## src/hdl/skf_pkg.sv

```systemverilog
// Shared types and constants of the scalar Kalman filter.
package skf_pkg;

  // Configuration register indexes.
  localparam int CFG_IDX_W = 1;
  localparam logic [CFG_IDX_W-1:0] CFG_PROCESS_NOISE = 1'd0;
  localparam logic [CFG_IDX_W-1:0] CFG_MEASURE_NOISE = 1'd1;

  // Sequencer states of one filter step.
  typedef enum logic [2:0] {
    S_IDLE,
    S_PREP,
    S_DEN,
    S_DIV_GO,
    S_DIV_WAIT,
    S_MUL_GO,
    S_MUL_WAIT,
    S_DONE
  } state_t;

endpackage

```

## src/hdl/skf_div.sv

```systemverilog
// Restoring divider that yields the gain one quotient bit per cycle.
module skf_div #(
  parameter int DW = 32,
  parameter int GF = 16
) (
  input  logic          clk,
  input  logic          rst_n,
  input  logic          start,
  input  logic [DW-1:0] num,
  input  logic [DW:0]   den,
  output logic          done,
  output logic [GF:0]   quo
);

  localparam int CW = $clog2(GF + 2);

  logic [DW+1:0] rem_r;
  logic [DW:0]   den_r;
  logic [GF:0]   quo_r;
  logic [CW-1:0] cnt_r;
  logic          busy_r;
  logic          done_r;

  logic          ge;
  logic [DW+1:0] diff;
  logic [DW+1:0] kept;

  always_comb begin
    ge   = rem_r >= {1'b0, den_r};
    diff = rem_r - {1'b0, den_r};
    kept = ge ? diff : rem_r;
  end

  always_ff @(posedge clk) begin
    if (!rst_n) begin
      busy_r <= 1'b0;
      done_r <= 1'b0;
      cnt_r  <= '0;
    end else begin
      done_r <= 1'b0;
      if (start) begin
        busy_r <= 1'b1;
        cnt_r  <= CW'(GF + 1);
      end else if (busy_r) begin
        cnt_r <= cnt_r - CW'(1);
        if (cnt_r == CW'(1)) begin
          busy_r <= 1'b0;
          done_r <= 1'b1;
        end
      end
    end
  end

  always_ff @(posedge clk) begin
    if (start) begin
      rem_r <= {2'b00, num};
      den_r <= den;
      quo_r <= '0;
    end else if (busy_r) begin
      // The remainder stays below the divisor, so the doubled value fits.
      rem_r <= {kept[DW:0], 1'b0};
      quo_r <= {quo_r[GF-1:0], ge};
    end
  end

  assign done = done_r;
  assign quo  = quo_r;

endmodule

```

## src/hdl/skf_mul.sv

```systemverilog
// Shift-add multiplier that scales by a gain fraction and rounds half up.
module skf_mul #(
  parameter int AW = 32,
  parameter int GF = 16
) (
  input  logic          clk,
  input  logic          rst_n,
  input  logic          start,
  input  logic [AW-1:0] a,
  input  logic [GF:0]   b,
  output logic          done,
  output logic [AW-1:0] prod
);

  localparam int CW = $clog2(GF + 2);

  logic [AW-1:0] a_r;
  logic [AW-1:0] hi_r;
  logic [GF:0]   lo_r;
  logic [AW-1:0] prod_r;
  logic [CW-1:0] cnt_r;
  logic          busy_r;
  logic          rnd_r;
  logic          done_r;

  logic [AW:0]   sum;
  logic [AW:0]   rounded;

  always_comb begin
    sum     = {1'b0, hi_r} + (lo_r[0] ? {1'b0, a_r} : '0);
    // Product shifted down by GF, plus the bit just below the cut.
    rounded = {hi_r, lo_r[GF]} + (AW + 1)'(lo_r[GF-1]);
  end

  always_ff @(posedge clk) begin
    if (!rst_n) begin
      busy_r <= 1'b0;
      rnd_r  <= 1'b0;
      done_r <= 1'b0;
      cnt_r  <= '0;
    end else begin
      done_r <= 1'b0;
      rnd_r  <= 1'b0;
      if (start) begin
        busy_r <= 1'b1;
        cnt_r  <= CW'(GF + 1);
      end else if (busy_r) begin
        cnt_r <= cnt_r - CW'(1);
        if (cnt_r == CW'(1)) begin
          busy_r <= 1'b0;
          rnd_r  <= 1'b1;
        end
      end else if (rnd_r) begin
        done_r <= 1'b1;
      end
    end
  end

  always_ff @(posedge clk) begin
    if (start) begin
      a_r  <= a;
      hi_r <= '0;
      lo_r <= b;
    end else if (busy_r) begin
      hi_r <= sum[AW:1];
      lo_r <= {sum[0], lo_r[GF:1]};
    end
    if (rnd_r) begin
      prod_r <= rounded[AW-1:0];
    end
  end

  assign done = done_r;
  assign prod = prod_r;

endmodule

```

## src/hdl/scalar_kalman_filter.sv

```systemverilog
// Top level of the one-dimensional fixed-point Kalman filter.
//
//   port group  | dir | handshake               | payload
//   in_         | in  | in_valid / in_ready     | in_sample (signed)
//   out_        | out | out_valid / out_ready   | out_estimate (signed)
//   cfg_        | in  | cfg_valid / cfg_ready   | cfg_index, cfg_data
//
// Each item passes through the bit-serial gain divider followed by the bit-serial
// multipliers.
// Items are handled one at a time; the next item is taken while a result waits.
// A result that cannot leave holds the step in its last state until out_ready.
// Synchronous active-low reset clears the estimate, covariance and both noise terms.
module scalar_kalman_filter #(
  parameter int DATA_WIDTH     = 32,
  parameter int GAIN_FRAC_BITS = 16
) (
  input  logic                          clk,
  input  logic                          rst_n,
  input  logic                          in_valid,
  output logic                          in_ready,
  input  logic signed [DATA_WIDTH-1:0]  in_sample,
  output logic                          out_valid,
  input  logic                          out_ready,
  output logic signed [DATA_WIDTH-1:0]  out_estimate,
  input  logic                          cfg_valid,
  output logic                          cfg_ready,
  input  logic [skf_pkg::CFG_IDX_W-1:0] cfg_index,
  input  logic [DATA_WIDTH-1:0]         cfg_data
);

  localparam int DW = DATA_WIDTH;
  localparam int GF = GAIN_FRAC_BITS;
  localparam logic [GF:0] GAIN_ONE = {1'b1, {GF{1'b0}}};

  skf_pkg::state_t state_r, state_nxt;

  logic [DW-1:0] q_r;
  logic [DW-1:0] r_r;
  logic [DW-1:0] est_r;
  logic [DW-1:0] cov_r;
  logic [DW-1:0] smp_r;
  logic [DW-1:0] pm_r;
  logic [DW:0]   mag_r;
  logic          neg_r;
  logic [DW:0]   den_r;
  logic [GF:0]   k_r;
  logic          out_valid_r;
  logic [DW-1:0] out_estimate_r;

  logic          div_start;
  logic          div_done;
  logic [GF:0]   div_quo;
  logic          mul_start;
  logic          est_mul_done;
  logic          cov_mul_done;
  logic [DW:0]   inc;
  logic [DW-1:0] cov_new;
  logic          finish;

  logic [DW:0]   pm_sum;
  logic [DW-1:0] pm_sat;
  logic [DW:0]   diff;
  logic [DW:0]   est_ext;
  logic [DW:0]   est_new;
  logic [GF:0]   k_comp;

  // Datapath helpers.
  always_comb begin
    pm_sum  = {1'b0, cov_r} + {1'b0, q_r};
    pm_sat  = pm_sum[DW] ? '1 : pm_sum[DW-1:0];
    diff    = {smp_r[DW-1], smp_r} - {est_r[DW-1], est_r};
    est_ext = {est_r[DW-1], est_r};
    // The new estimate lies between the old one and the sample, so it fits.
    est_new = neg_r ? (est_ext - inc) : (est_ext + inc);
    k_comp  = GAIN_ONE - k_r;
  end

  // Next-state logic.
  always_comb begin
    state_nxt = state_r;
    case (state_r)
      skf_pkg::S_IDLE:     if (in_valid) state_nxt = skf_pkg::S_PREP;
      skf_pkg::S_PREP:     state_nxt = skf_pkg::S_DEN;
      skf_pkg::S_DEN:      state_nxt = skf_pkg::S_DIV_GO;
      skf_pkg::S_DIV_GO:   state_nxt = skf_pkg::S_DIV_WAIT;
      skf_pkg::S_DIV_WAIT: if (div_done) state_nxt = skf_pkg::S_MUL_GO;
      skf_pkg::S_MUL_GO:   state_nxt = skf_pkg::S_MUL_WAIT;
      skf_pkg::S_MUL_WAIT: if (est_mul_done) state_nxt = skf_pkg::S_DONE;
      skf_pkg::S_DONE:     if (!out_valid_r || out_ready) state_nxt = skf_pkg::S_IDLE;
      default:             state_nxt = skf_pkg::S_IDLE;
    endcase
  end

  // State-decoded controls.
  always_comb begin
    in_ready  = 1'b0;
    div_start = 1'b0;
    mul_start = 1'b0;
    finish    = 1'b0;
    case (state_r)
      skf_pkg::S_IDLE:   in_ready  = 1'b1;
      skf_pkg::S_DIV_GO: div_start = 1'b1;
      skf_pkg::S_MUL_GO: mul_start = 1'b1;
      skf_pkg::S_DONE:   finish    = !out_valid_r || out_ready;
      default: begin
      end
    endcase
  end

  always_ff @(posedge clk) begin
    if (!rst_n) begin
      state_r     <= skf_pkg::S_IDLE;
      q_r         <= '0;
      r_r         <= '0;
      est_r       <= '0;
      cov_r       <= '0;
      out_valid_r <= 1'b0;
    end else begin
      state_r <= state_nxt;
      if (cfg_valid) begin
        case (cfg_index)
          skf_pkg::CFG_PROCESS_NOISE: q_r <= cfg_data;
          skf_pkg::CFG_MEASURE_NOISE: r_r <= cfg_data;
          default: begin
          end
        endcase
      end
      if (finish) begin
        est_r       <= est_new[DW-1:0];
        cov_r       <= cov_new;
        out_valid_r <= 1'b1;
      end else if (out_ready) begin
        out_valid_r <= 1'b0;
      end
    end
  end

  always_ff @(posedge clk) begin
    if (in_valid && in_ready) begin
      smp_r <= in_sample;
    end
    if (state_r == skf_pkg::S_PREP) begin
      pm_r  <= pm_sat;
      neg_r <= diff[DW];
      mag_r <= diff[DW] ? -diff : diff;
    end
    if (state_r == skf_pkg::S_DEN) begin
      den_r <= {1'b0, pm_r} + {1'b0, r_r};
    end
    if (div_done) begin
      // A zero denominator gives a zero gain.
      k_r <= (den_r == '0) ? '0 : div_quo;
    end
    if (finish) begin
      out_estimate_r <= est_new[DW-1:0];
    end
  end

  skf_div #(
    .DW(DW),
    .GF(GF)
  ) u_div (
    .clk  (clk),
    .rst_n(rst_n),
    .start(div_start),
    .num  (pm_r),
    .den  (den_r),
    .done (div_done),
    .quo  (div_quo)
  );

  skf_mul #(
    .AW(DW + 1),
    .GF(GF)
  ) u_est_mul (
    .clk  (clk),
    .rst_n(rst_n),
    .start(mul_start),
    .a    (mag_r),
    .b    (k_r),
    .done (est_mul_done),
    .prod (inc)
  );

  skf_mul #(
    .AW(DW),
    .GF(GF)
  ) u_cov_mul (
    .clk  (clk),
    .rst_n(rst_n),
    .start(mul_start),
    .a    (pm_r),
    .b    (k_comp),
    .done (cov_mul_done),
    .prod (cov_new)
  );

  assign cfg_ready    = 1'b1;
  assign out_valid    = out_valid_r;
  assign out_estimate = out_estimate_r;

`ifndef SYNTHESIS
  a_div_done_in_wait: assert property (@(posedge clk) disable iff (!rst_n)
    div_done |-> state_r == skf_pkg::S_DIV_WAIT)
    else $error("divider finished outside its wait state");

  a_muls_in_step: assert property (@(posedge clk) disable iff (!rst_n)
    est_mul_done == cov_mul_done)
    else $error("multipliers finished on different cycles");

  a_gain_range: assert property (@(posedge clk) disable iff (!rst_n)
    state_r == skf_pkg::S_MUL_GO |-> k_r <= GAIN_ONE)
    else $error("gain above one");

  a_cov_shrinks: assert property (@(posedge clk) disable iff (!rst_n)
    state_r == skf_pkg::S_DONE |-> cov_new <= pm_r)
    else $error("updated covariance above predicted covariance");
`endif

endmodule

```

## config.mk

```make
export PLATFORM = sky130hd
export DESIGN_NAME = scalar_kalman_filter
export DESIGN_NICKNAME = d
export VERILOG_FILES = /design/src/hdl/skf_pkg.sv /design/src/hdl/skf_div.sv /design/src/hdl/skf_mul.sv /design/src/hdl/scalar_kalman_filter.sv
export SDC_FILE = /design/constraint.sdc
export NUM_CORES = 1
export LEC_CHECK = 0
export BUFFER_PORTS_ARGS = -buffer_cell sky130_fd_sc_hd__buf_2
export CAP_MARGIN = 20
export CORE_MARGIN = 2
export CORE_UTILIZATION = 53
export DETAILED_ROUTE_END_ITERATION = 16
export PLACE_DENSITY_LB_ADDON = 0.15
export SLEW_MARGIN = 20
export SYNTH_ARGS = -nofsm -noshare
export SYNTH_HDL_FRONTEND = slang
export SYNTH_SLANG_ARGS = --single-unit
```

## constraint.sdc

```tcl
create_clock -name clk -period 6.9 [get_ports clk]
set_clock_uncertainty 0.05 [all_clocks]
set_input_delay 2.07 -clock clk [delete_from_list [all_inputs] [get_ports clk]]
set_output_delay 2.07 -clock clk [all_outputs]
set_load 0.05 [all_outputs]
```

==> results.toml <==
[status]
status = "complete, no violations"

[grt]
grt_pass1_vias = 25500
grt_pass1_wl_mm = 142
antenna_found_initial = 5
grt_max_degree = 89
gr-usage-met3 = 0.0452
use_met2 = 0.374
met1_usage = 0.395
grt_overflow = 0
grt_use_total = 0.258
busiest_layer = "met1"

[detailed_routing]
wirelength_mm = 91.4
drtIter0Drc = 2289
vias = 27200
drtAntennaViolNets = 0
drt-pass1-iter-count = 6
drc = 0
wire_per_inst_um = 19.3
routed_via_density = 5.74

[floorplanning]
rows = 95
start_util = 0.537
core-area_sq_um = 67400
fp.dieW_um = 265
die_h_um = 265
ioPinCount = 105
dieArea_sq_um = 70400

[timing]
rsz0062_at_grt = "no"
fin_crit_sh = 0.739
period_needed_ps = 5100
finalSetupViolCount = 0
slew_violations = 0
setup-tns-final_ps = 0
hold_viol = 0
worst_hold_slack_ps = 361
worst_pin_slew_ps = 1030
fmax_ghz = 0.196
max_slew_margin = 0.311

[finish]
final_nets = 4124
fillers = 5779
diodes = 0
areaGrowthSynthToFinish_pct = 10.8
final_util = 0.595
drive_above_1_share = 0.0779

[hold_path]
hp-class = "reg2reg"

[synthesis]
synth_flop_cell = "edfxtp_1"
yosys.area.top_type = "edfxtp_1"
synth_cells = 3727
ys_warn_count = 0
synth_nets = 4042
avgSynthCellArea_sq_um = 9.71
async_reset_ff_frac = 0
yosys-top-cells-count = "nand2_1, edfxtp_1, a21oi_1"
yosys-top-cells-area = "edfxtp_1, dfxtp_1, ha_1, xnor2_1, nand2_1"
netlist_area_sq_um = 36200
synth-seq-cells = 646
yosysMostFrequentCell = "nand2_1"
synth_edf_count = 408
ys_seq_area_frac = 0.470
synth_cell_types = 91
synth_top_area_share = 0.338

[power_and_ir_drop]
sequentialPowerShare = 0.445
powerDensity_nw_per_um2 = 264
p_leak_nw = 16.1
power_switching_mw = 2.90
clkPwrFrac = 0.387
p_sw_frac = 0.274
ir_worst_vdd_uv = 258
p_comb_frac = 0.168
p_int_mw = 7.69

[critical_path]
worst_path_largest_cell_delay_ps = 630
worst-setup-path-type = "reg2reg"
cp-end-kind = "flip-flop"
cp_cell_sequence = "or4_1 -> nor4_1 -> and2b_1 -> nand2_1 -> nor4b_1 -> a21oi_1 -> xnor2_1 -> ha_1 -> nand2_1 -> and3_1 -> nand3b_1 -> o21ai_0 -> o311ai_0 -> a31o_2 -> a21oi_1 -> xnor2_1 -> o2bb2ai_1"
critical_path_arrival_ps = 5570
worstPathMaxFanout = 6
crit_slowest_cell = "nor4b_1"
cp.required_ps = 7370
cp_num_buf_inv = 0
crit_family = "simple AND/OR/NAND/NOR gates"
cp-start-kind = "flip-flop"

[cts]
cts_max_path_buffers = 3
clock-sinks = 646
clock_latency_ps = 620
tritoncts = "done"
path_clk_slew_ps = 60
cts-root-buf = "clkbuf_16"
hold_buffers = 0
numCtsBuffers = 72
cts_setup_buffers = 0
cts_resized = 0
cts_htree_levels = 3

[placed_design]
portBuffers = 103
place_congestion = 0.912
dp_hpwl_mm = 66.8

[run]
drv_cap = 0
sequential cells by signal, indices dropped and copies added, names as in the netlist, 33 cells and up:
signal          count
den_r              33
mag_r              33
u_div.den_r        33
u_div.rem_r        34
u_est_mul.a_r      33
u_est_mul.hi_r     33
metal layers:
| layer | part of all wire | vias up | routed length [um] |
|---|---|---|---|
| met5 | 0 | - | 0 |
| met2 | 0.41 | 736 | 37900 |
| met1 | 0.49 | 12800 | 44400 |
| li1 | - | 13500 | - |
| met4 | 0.024 | 0 | 2190 |
| met3 | 0.076 | 130 | 6950 |
cell type report:
| cell class | instances | area (sq um) | share of cell area |
|---|---|---|---|
| clock buffers | 105 | 2220 | 0.0552 |
| clock inverters | 25 | 323 | 0.00804 |
| inverters | 160 | 607 | 0.0151 |
| multi-input cells | 2800 | 18200 | 0.452 |
| flip-flops and latches | 646 | 17000 | 0.424 |
| well taps | 873 | 1090 | 0.0272 |
| repair buffers | 129 | 718 | 0.0179 |
placed cells by master, fill, tap and decap left out, drive strengths merged, types with 25 or more instances in the layout:
cell / instances
a211oi: 42
a21o: 87
a21oi: 380
a31oi: 37
and2: 81
and3: 37
buf: 129
clkbuf: 105
dfxtp: 238
edfxtp: 408
ha: 238
inv: 161
mux2i: 76
nand2: 514
nand2b: 32
nand3: 71
nand4: 28
nor2: 297
nor2b: 57
nor3: 65
nor4: 25
o21a: 33
o21ai: 131
o21bai: 26
xnor2: 222
xor2: 104
stage by stage:
stage / cells / worst slack, ps / area [sq um] / total power [mW]
final: 4738 / 1800 / 40100 / 10.6
after global routing: 4738 / 1390 / 40100 / 11.0
after global placement: 4607 / 2000 / 37600 / 6.52
after CTS: 4737 / 1830 / 40100 / 10.7
after floorplan: 3727 / 880 / 36200 / 6.05
after detailed placement: 4607 / 1870 / 37600 / 6.53
kinds of logic after synthesis:
| logic type | Yosys count | synth area share |
|---|---|---|
| buffers and inverters | 281 | 0.0297 |
| DFF | 646 | 0.470 |
| adders and majority gates | 245 | 0.0861 |
| xor gates and xnor gates | 326 | 0.0789 |
| and+or+nand+nor | 1287 | 0.166 |
| AOI/OAI and AO/OA | 863 | 0.147 |
| other | 1 | 0.000104 |
| muxes | 78 | 0.0216 |
final timing paths:
| check | from | to | slack [ps] | cells after the start |
|---|---|---|---|---|
| worst max-delay path | u_est_mul.prod[3] | est_r[31] | 1800 | 17 |
| worst min-delay path | mag_r[10] | u_est_mul.a_r[10] | 360 | 0 |
| worst max register to register | u_est_mul.prod[3] | est_r[31] | 1800 | 17 |
| worst min register to register | mag_r[10] | u_est_mul.a_r[10] | 360 | 0 |
power groups by stage:
stage          Clock (mW)  Combinational (mW)  Sequential [mW]
2_1_floorplan           0                1.38             4.67
3_3_place_gp            0                1.74             4.78
3_5_place_dp            0                1.75             4.78
4_1_cts              4.18                1.77             4.70
5_1_grt              4.31                1.99             4.74
6_report             4.10                1.78             4.71
No activity file was read; power rests on OpenSTA's default activity.
